<file path="src/rtl/hba_ram.sv">
// ----------------------------------------------------------------------------
// hba_ram
// Generic single-clock RAM, one write port and one read port with the read
// data registered.
// ----------------------------------------------------------------------------
module hba_ram #(
    parameter int WIDTH = 8,
    parameter int DEPTH = 16
) (
    input  logic                                        aclk,
    input  logic                                        we,
    input  logic [((DEPTH > 1) ? $clog2(DEPTH) : 1)-1:0] waddr,
    input  logic [WIDTH-1:0]                            wdata,
    input  logic                                        re,
    input  logic [((DEPTH > 1) ? $clog2(DEPTH) : 1)-1:0] raddr,
    output logic [WIDTH-1:0]                            rdata
);

    logic [WIDTH-1:0] mem [DEPTH];
    logic [WIDTH-1:0] rdata_reg;

    always_ff @(posedge aclk) begin
        if (we) begin
            mem[waddr] <= wdata;
        end
        if (re) begin
            rdata_reg <= mem[raddr];
        end
    end

    assign rdata = rdata_reg;

endmodule
</file>
<file path="config.mk">
export PLATFORM = sky130hd
export DESIGN_NAME = hba_ram
export DESIGN_NICKNAME = d
export VERILOG_FILES = /design/src/rtl/hba_ram.sv
export SDC_FILE = /design/constraint.sdc
export NUM_CORES = 1
export LEC_CHECK = 0
export BUFFER_PORTS_ARGS = -buffer_cell sky130_fd_sc_hd__buf_2
export CAP_MARGIN = 40
export CORE_MARGIN = 4
export CORE_UTILIZATION = 35
export DETAILED_ROUTE_END_ITERATION = 16
export PLACE_DENSITY_LB_ADDON = 0.2
export SYNTH_ARGS = -nofsm -noshare
export SYNTH_HDL_FRONTEND = slang
export SYNTH_SLANG_ARGS = --single-unit
export TNS_END_PERCENT = 10
</file>
<file path="constraint.sdc">
create_clock -name aclk -period 2.9 [get_ports aclk]
set_input_delay 0.29 -clock aclk [delete_from_list [all_inputs] [get_ports aclk]]
set_output_delay 0.29 -clock aclk [all_outputs]
set_load 0.005 [all_outputs]
</file>
==> out/metrics.cfg, run 1 <==
[routing]
routedWlPerCell_um=21.0
wl_met2_mm=4.73
routed-wl-met3_um=544
top_layer=met5
drcViolationCount=0
ant_nets=0
routed_wl_mm=10.0
first_pass_iters=4
first_iter_violations=158
met1Wirelength_mm=4.49
viasPerCell=5.06
vias=2408

[synthesis]
syn_area_per_cell_sq_um=22.8
synth_fa_ha_area_share_pct=0
synth_area_sq_mm=0.00523
synth-compound-area-share_pct=2.30
synthTopCellsByCount=edfxtp_1 (136), mux4_2 (18), a22oi_1 (16)
synth_top_cell_by_area=edfxtp_1
synth_top_family_by_area=multiplexers
syn-num-nets=248
ys_seq_area_share_pct=78.1
async_flop_share_pct=0
synth_most_common_cell=edfxtp_1
synth_ff_type=edfxtp_1
synthSimpleGateAreaFrac_pct=3.14
synth_mux_area_share_pct=14.8
synth_edf_count=136
synthDistinctLibCells=18
synthXorXnorAreaFrac_pct=0
syn_inst=229
synth_top_cell_area_share_pct=78.1
yosysWarningCount=0
synth_area_leaders=edfxtp_1 (78%), mux4_2 (7.8%), mux4_1 (7.0%)
ys_ff_latch=136

[min_path]
min_path_cells=1
hold_class=input port to flip-flop
hold_path_startpoint=re
min_to=rdata[2]$_DFFE_PP_

[timing]
max_freq_mhz=664
min_period_ps=1510
slew_headroom_pct=42.1
tns_ps=0
timing.final.crit_share_pct=52.0
clock_skew_ps=5.56
hold_violations=0
setup_viol=0
tightest_slew_ps=866
rsz0062_at_grt=false
slew_violations=0
whs_ps=243

[global_route]
antenna_found_initial=1
grt_overflow=0
grt_pass1_vias=2549
grt_pass1_wl_mm=15.4
grt_max_degree=33
track_usage_pct=13.2

[critical_path]
critPathArrivalTime_ps=1650
reg2reg_depth=3
end_kind=flip-flop
startpoint_type=flip-flop
reg2reg_slack_ps=1390
worstPathMaxFanout=1
critPathRequiredTime_ps=3050
path_class=flip-flop to flip-flop
worstReg2RegEnd=rdata[1]$_DFFE_PP_
worstReg2RegStart=mem[9][1]$_DFFE_PP_

[cells_and_area]
final_area_sq_mm=0.00627
largest_register_ff_count=128
drive_above_1_share_pct=29.1
diodes=0
stdcell_count=476
syn_to_final_growth_pct=19.9
final_nets=298

[clock_network]
cts_max_level=4
numCtsBuffers=17
hold_buffers=0
root_buffer=clkbuf_16
cts_setup_buffers=0
clkTransAtPathRegs_ps=60
clockBufferDepth=2
tritoncts=built
ctsResizeCount=0
clk_latency_ps=410
cts.sinks=136

[pwr]
p_int_w=0.00390
switchingPower_w=0.000858
peakVddDrop_uv=504
powerDensity_mw_per_mm2=759
p_sw_share_pct=18.0
p_total_w=0.00476
pwr-share-comb_pct=4.1
pwr-share-seq_pct=46.8
p_leak_nw=2.11
pwr-share-clk_pct=49.0

[flow_run]
drv_cap=0

[placed_design]
io_buffers=26
dpl.hpwl_mm=6.42
placed_area_sq_mm=0.00563
placed_cells=444
gp_congestion=0.687

[die]
fp.dieH_um=130
boundaryPins=27
start_util_pct=35.8
core_area_sq_mm=0.0146
die_w_um=130
die_area_sq_mm=0.0170
num_rows=44

[status]
status=complete, no violations

==> power by group through the flow <==
stage	registers, W	logic [W]	clock network (W)
2_1_floorplan	0.00226	0.000112	0
5_1_grt	0.00223	0.000217	0.00249
4_1_cts	0.00223	0.000202	0.00237
3_5_place_dp	0.00227	0.000202	0
6_report	0.00223	0.000197	0.00233
3_3_place_gp	0.00227	0.000199	0
==> worst max-delay path, cell delays in order (launching register included) <==
cell      delay (ps)
edfxtp_1         350
mux4_1           500
a22oi_1          310
nand2_1           90
==> worst max path at each step <==
stage / from / to / slack (ps) / cells after the start
after detailed placement: raddr[0] / rdata[1]$_DFFE_PP_ / 920 / 5
after global placement: raddr[0] / rdata[1]$_DFFE_PP_ / 950 / 5
after global routing: mem[9][1]$_DFFE_PP_ / rdata[1]$_DFFE_PP_ / 1270 / 3
after CTS: mem[9][1]$_DFFE_PP_ / rdata[1]$_DFFE_PP_ / 1340 / 3
final: mem[9][1]$_DFFE_PP_ / rdata[1]$_DFFE_PP_ / 1390 / 3
after floorplan: waddr[2] / mem[0][0]$_DFFE_PP_ / 1120 / 2
==> cells in the final DEF, fill, tap and decap left out <==
master and n:
buf_2 26, mux4_2 18, clkinv_2 2, nor2b_1 1, and2b_1 1, and2_1 1
bufinv_16 6, nor2_1 13, nand2_1 9, clkbuf_16 17, or3b_2 1, nand3b_1 2
mux4_1 14, nor3_1 4, clkinv_1 3, a22oi_1 16, buf_12 1, clkbuf_1 4
edfxtp_1 136, buf_4 14, nand2b_1 2, nand3_1 1
==> layer usage <==
metal,track usage [%],up-vias
li1,-,1083
met1,18.0,1244
met2,19.6,62
met3,4.18,17
met4,5.75,2
met5,0,-
==> logic make-up after synthesis <==
| group | count (synthesis) |
|---|---|
| AND/OR/NAND/NOR | 35 |
| flip-flops | 136 |
| AO/OA/AOI/OAI | 16 |
| buffers and inverters | 10 |
| multiplexers | 32 |
==> area by class of cell <==
class | count | area [sq um]
fill | 1240 | 8320
sequential | 136 | 4080
multi-input combinational | 83 | 1060
clock buffer | 21 | 440
timing repair buffer | 41 | 255
tap | 184 | 230
clock inverter | 11 | 201
==> metrics by stage <==
| step | setup slack (ps) | util [%] |
|---|---|---|
| after global placement | 953 | 38.4 |
| after CTS | 1340 | 43.0 |
| after floorplan | 1120 | - |
| after detailed placement | 924 | 38.6 |
| final | 1390 | 43.0 |
| after global routing | 1270 | 43.0 |
(Power assumes the default switching activity.)
==> inputs of run 2 (changes only) <==
==> constraint.sdc (replaced) <==
create_clock -name aclk -period 1.4 [get_ports aclk]
set_input_delay 0.14 -clock aclk [delete_from_list [all_inputs] [get_ports aclk]]
set_output_delay 0.14 -clock aclk [all_outputs]
set_load 0.005 [all_outputs]
==> run 2 against run 1 <==
Compared with the run above:
- clock power increased by 88%
- final cell count increased by 3.4%
- combinational power increased by 140%
- sequential cell count unchanged
- clock skew decreased by 1.4 ps
- global-route usage increased by 0.53 points
- fmax increased by 9.3%
- first-iteration DRC count decreased by 27%
- critical path type unchanged
- via count increased by 2.8%
- critical endpoint is now rdata[0]$_DFFE_PP_
==> out/metrics.cfg, run 2 (same netlist as run 1, synthesis figures left out) <==
[timing]
setup_viol=0  ; unchanged
clock_skew_ps=4.18  ; was 5.56 ps
timing.final.crit_share_pct=98.5  ; was 52.0%
slew_headroom_pct=37.8  ; was 42.1%
hold_violations=0  ; unchanged
whs_ps=98.8  ; was 243 ps
min_period_ps=1380  ; was 1510 ps
slew_violations=0  ; unchanged
max_freq_mhz=725  ; was 664 MHz
tightest_slew_ps=930  ; was 866 ps
rsz0062_at_grt=true  ; was false

[critical_path]
path_class=flip-flop to flip-flop  ; unchanged
worstPathMaxFanout=1  ; unchanged
critPathRequiredTime_ps=1560  ; was 3050 ps
end_kind=flip-flop  ; unchanged
critPathArrivalTime_ps=1540  ; was 1650 ps
startpoint_type=flip-flop  ; unchanged

[pwr]
powerDensity_mw_per_mm2=1480  ; was 759 mW/mm^2
peakVddDrop_uv=783  ; was 504 uV
p_leak_nw=2.13  ; was 2.11 nW

[global_route]
grt_overflow=0  ; unchanged
grt_pass1_wl_mm=16.2  ; was 15.4 mm
antenna_found_initial=1  ; unchanged
grt_pass1_vias=2627  ; was 2549
grt_max_degree=20  ; was 33
track_usage_pct=13.7  ; was 13.2%

[die]
boundaryPins=27  ; unchanged
fp.dieH_um=130  ; unchanged
die_area_sq_mm=0.0170  ; unchanged
die_w_um=130  ; unchanged
core_area_sq_mm=0.0146  ; unchanged
start_util_pct=35.8  ; unchanged
num_rows=44  ; unchanged

[cells_and_area]
final_common_cell=edfxtp_1  ; unchanged
final_cell_mix=edfxtp_1 (136), mux4_2 (29), buf_4 (27)  ; was edfxtp_1 (136), buf_2 (26), mux4_2 (18)
largest_register_ff_count=128  ; unchanged
diodes=0  ; unchanged
final_nets=314  ; was 298
fill_cells=1253  ; was 1240
syn_to_final_growth_pct=21.9  ; was 19.9%
seq_area_sq_mm=0.00408  ; unchanged
post-route-util_pct=43.7  ; was 43.0%
drive_above_1_share_pct=40.6  ; was 29.1%
multi_input_area_sq_mm=0.00106  ; about the same

[placed_design]
io_buffers=26  ; unchanged
gp_congestion=0.715  ; was 0.687
dpl.hpwl_mm=6.89  ; was 6.42 mm

[clock_network]
clk_latency_ps=410  ; about the same
clkTransAtPathRegs_ps=60  ; about the same
numCtsBuffers=17  ; unchanged
cts.sinks=136  ; unchanged
cts_max_level=4  ; unchanged
clockBufferDepth=2  ; unchanged
root_buffer=clkbuf_16  ; unchanged
tritoncts=built  ; unchanged

[routing]
routedWlPerCell_um=21.7  ; was 21.0 um
routed_wl_mm=10.7  ; was 10.0 mm
viasPerCell=5.03  ; was 5.06
first_pass_iters=4  ; unchanged
ant_nets=0  ; unchanged
vias=2475  ; was 2408
drcViolationCount=0  ; unchanged
first_iter_violations=115  ; was 158

[status]
status=complete, no violations  ; unchanged

[flow_run]
drv_cap=0  ; unchanged

[min_path]
hold_class=input port to flip-flop  ; unchanged

-- run 2: cell count changes in the layout (fill, tap and decap cells not counted), sizes merged --
cell	before	now
buf	41	57
bufinv	6	3
clkinvlp	0	3
clkbuf	21	18
clkinv	5	8
-- run 2: final cells by class --
cell class,count,share of cell area [%]
Sequential cell,136,64.1
Multi-Input combinational cell,83,16.6
Clock buffer,18,6.73
Timing Repair Buffer,57,6.48
Tap cell,184,3.61
Clock inverter,14,2.47
-- run 2: path summary, 6_finish.rpt --
| check | from | endpoint | slack (ps) | cells past startpoint |
|---|---|---|---|---|
| setup / recovery | mem[2][0]$_DFFE_PP_ | rdata[0]$_DFFE_PP_ | 20 | 3 |
| setup reg to reg | mem[2][0]$_DFFE_PP_ | rdata[0]$_DFFE_PP_ | 20 | 3 |
| hold / removal | re | rdata[2]$_DFFE_PP_ | 100 | 1 |
| hold reg to reg | mem[8][5]$_DFFE_PP_ | rdata[5]$_DFFE_PP_ | 760 | 3 |
-- run 2: what timing repair did --
| item | in CTS | in global routing |
|---|---|---|
| gates resized for setup | 11 | 8 |
| setup endpoints to repair | 8 | 8 |
| hold buffers | 0 | 0 |
| pin swaps | 5 | 1 |
| setup buffers | 0 | 0 |
-- run 2: per-layer routing --
layer / up-vias / global-route usage, % / wire length [um] / part of all wire (%)
li1: 1098 / - / - / -
met1: 1303 / 19.0 / 5060 / 47
met2: 54 / 20.3 / 4950 / 46
met3: 18 / 4.34 / 469 / 4.4
met4: 2 / 5.50 / 181 / 1.7
met5: - / 0 / 7 / 0.066
-- run 2: report_power, final --
| group | internal (W) | switching (W) | leakage (nW) | total (W) |
|---|---|---|---|---|
| sequential | 0.00459 | 0.0000263 | 1.24 | 0.00462 |
| combinational | 0.000218 | 0.000256 | 0.608 | 0.000475 |
| clock | 0.00277 | 0.00160 | 0.281 | 0.00437 |
| total | 0.00758 | 0.00188 | 2.12 | 0.00946 |
-- run 2: worst max-delay path, stage by stage (launching register included) --
cell	delay, ps
edfxtp_1	360
mux4_2	470
a22oi_2	220
nand2_1	80
-- run 2: metrics by stage --
stage	setup WS (ps)	power [W]	cell area [sq um]	instances	TNS, ps
3_5_place_dp	-340	0.00517	5790	460	-2100
6_report	20.9	0.00946	6370	492	0
4_1_cts	-4.84	0.00956	6400	492	-8.53
3_3_place_gp	-340	0.00516	5790	460	-2040
2_1_floorplan	-22.4	0.00492	5230	229	-258
5_1_grt	-51.2	0.00977	6370	492	-207
==> inputs of run 3 (changes only) <==
--- a/config.mk
+++ b/config.mk
@@ -11,6 +11,7 @@
 export CORE_UTILIZATION = 35
 export DETAILED_ROUTE_END_ITERATION = 16
 export PLACE_DENSITY_LB_ADDON = 0.2
+export REMOVE_ABC_BUFFERS = 1
 export SYNTH_ARGS = -nofsm -noshare
 export SYNTH_HDL_FRONTEND = slang
 export SYNTH_SLANG_ARGS = --single-unit
==> constraint.sdc (replaced) <==
create_clock -name aclk -period 1.36 [get_ports aclk]
set_input_delay 0.136 -clock aclk [delete_from_list [all_inputs] [get_ports aclk]]
set_output_delay 0.136 -clock aclk [all_outputs]
set_load 0.005 [all_outputs]
==> run 3 against run 2 <==
Compared with the run above:
- the flow now finishes with violations (setup timing)
- critical path type unchanged
- register-to-register slack got worse by 50 ps
- non-clock buffer count rose by 1
- first-iteration DRC count rose by 57%
==> out/metrics.cfg, run 3 (same netlist as run 1, synthesis figures left out) <==
[status]
status=finished with violations  ; was complete, no violations
violations=setup timing

[pwr]
pwr-share-seq_pct=47.7  ; was 48.8%
peakVddDrop_uv=1120  ; was 783 uV
p_int_w=0.00787  ; was 0.00758 W
powerDensity_mw_per_mm2=1550  ; was 1480 mW/mm^2
pwr-share-comb_pct=5.0  ; about the same
p_leak_nw=2.13  ; about the same
switchingPower_w=0.00208  ; was 0.00188 W
p_sw_share_pct=20.9  ; was 19.9%
p_total_w=0.00995  ; was 0.00946 W
pwr-share-clk_pct=47.3  ; was 46.2%

[global_route]
grt_use_met2_pct=19.4  ; was 20.3%
grt_pass1_vias=2560  ; was 2627
antenna_found_initial=0  ; was 1
grt_pass1_wl_mm=16.2  ; about the same
grt_overflow=0  ; unchanged
busiest_layer=met1  ; was met2
grt_max_degree=17  ; was 20
track_usage_pct=13.5  ; was 13.7%
met3_usage_pct=3.56  ; was 4.34%
met1_usage_pct=19.9  ; was 19.0%

[critical_path]
critPathRequiredTime_ps=1520  ; was 1560 ps
worstPathMaxFanout=1  ; unchanged
cp_num_buf_inv=0  ; unchanged
reg2reg_depth=3  ; unchanged
critPathArrivalTime_ps=1550  ; was 1540 ps
crit_start=mem[10][3]$_DFFE_PP_  ; was mem[2][0]$_DFFE_PP_
end_kind=flip-flop  ; unchanged
path_class=flip-flop to flip-flop  ; unchanged
crit_cells=3  ; unchanged
startpoint_type=flip-flop  ; unchanged
crit_path_cell_trace=mux4_2 > a22oi_2 > nand2_1  ; unchanged
worstReg2RegStart=mem[10][3]$_DFFE_PP_  ; was mem[2][0]$_DFFE_PP_
crit_path_max_incr_delay_ps=520  ; was 470 ps
cpLargestDelayFamily=multiplexers  ; unchanged
cp_slowest_cell=mux4_2  ; unchanged

[timing]
setup_ws_ps=-27.4  ; was 20.9 ps
whs_ps=87.8  ; was 98.8 ps
slew_headroom_pct=44.3  ; was 37.8%
rsz0062_at_grt=true  ; unchanged
setup_viol=6  ; was 0
tns_ps=-131  ; was 0 ps
min_period_ps=1390  ; was 1380 ps
hold_violations=0  ; unchanged
clock_skew_ps=7.14  ; was 4.18 ps
max_freq_mhz=721  ; was 725 MHz
slew_violations=0  ; unchanged
tightest_slew_ps=832  ; was 930 ps
timing.final.crit_share_pct=102  ; was 98.5%

[routing]
first_pass_iters=4  ; unchanged
drcViolationCount=0  ; unchanged
ant_nets=0  ; unchanged
vias=2490  ; was 2475
routed_wl_mm=10.5  ; was 10.7 mm
first_iter_violations=180  ; was 115
viasPerCell=5.05  ; was 5.03
routedWlPerCell_um=21.3  ; was 21.7 um

[cells_and_area]
seq_area_sq_mm=0.00408  ; unchanged
final_cell_mix=edfxtp_1 (136), mux4_2 (32), buf_4 (29)  ; was edfxtp_1 (136), mux4_2 (29), buf_4 (27)
fill_cells=1270  ; was 1253
largest_register_ff_count=128  ; unchanged
multi_input_area_sq_mm=0.00106  ; about the same
diodes=0  ; unchanged
drive_above_1_share_pct=43.7  ; was 40.6%
syn_to_final_growth_pct=22.5  ; was 21.9%
final_common_cell=edfxtp_1  ; unchanged
post-route-util_pct=43.9  ; was 43.7%
final_nets=315  ; was 314

[clock_network]
tritoncts=built  ; unchanged
root_buffer=clkbuf_16  ; unchanged
clk_latency_ps=410  ; about the same
clkTransAtPathRegs_ps=60  ; about the same
cts.sinks=136  ; unchanged
cts_max_level=4  ; unchanged
hold_buffers=0  ; unchanged
cts_setup_buffers=0  ; unchanged
numCtsBuffers=17  ; unchanged
clockBufferDepth=2  ; unchanged

[min_path]
hold_path_startpoint=re  ; unchanged
hold_class=input port to flip-flop  ; unchanged
min_path_cells=1  ; unchanged

[placed_design]
dp_slack_ps=-370  ; was -340 ps
gp_congestion=0.694  ; was 0.715
io_buffers=26  ; unchanged
dpl.hpwl_mm=6.65  ; was 6.89 mm

[die]
core_area_sq_mm=0.0146  ; unchanged
fp.dieH_um=130  ; unchanged
start_util_pct=35.8  ; unchanged
boundaryPins=27  ; unchanged
die_area_sq_mm=0.0170  ; unchanged
die_w_um=130  ; unchanged
num_rows=44  ; unchanged

[flow_run]
drv_cap=0  ; unchanged

## run 3: final timing paths
path / endpoint / slack [ps]
worst max register to register: rdata[3]$_DFFE_PP_ / -30
worst min-delay path: rdata[7]$_DFFE_PP_ / 90
worst min register to register: rdata[3]$_DFFE_PP_ / 750
worst max-delay path: rdata[3]$_DFFE_PP_ / -30
## run 3: per-stage QoR
step           area [sq um]  cells
2_1_floorplan          5140    219
3_3_place_gp           5770    460
3_5_place_dp           5770    460
4_1_cts                6390    492
5_1_grt                6400    493
6_report               6400    493
## run 3: cell type report
type | count | share of cell area (%)
flip-flops and latches | 136 | 63.8
multi-input cells | 83 | 16.6
repair buffers | 58 | 6.37
clock inverters | 15 | 2.97
well taps | 184 | 3.60
clock buffers | 17 | 6.64
## run 3: what timing repair did
action | in CTS | in global routing
pin swaps | 7 | 6
endpoints found under the setup margin | 8 | 8
resized for setup | 19 | 7
endpoints found under the hold margin | 0 | 0
## run 3: power by group through the flow
stage                     Sequential, W  Combinational, W  Clock (W)
after floorplan                 0.00483          0.000188          0
after global placement          0.00483          0.000464          0
after detailed placement        0.00484          0.000472          0
after CTS                       0.00475          0.000497    0.00479
after global routing            0.00476          0.000544    0.00498
final                           0.00475          0.000495    0.00471
## run 3: per-layer routing
metal  vias up  wire length, um
met5         -                0
met2        65             4870
met1      1311             5070
li1       1104                -
met4         0              115
met3        10              469
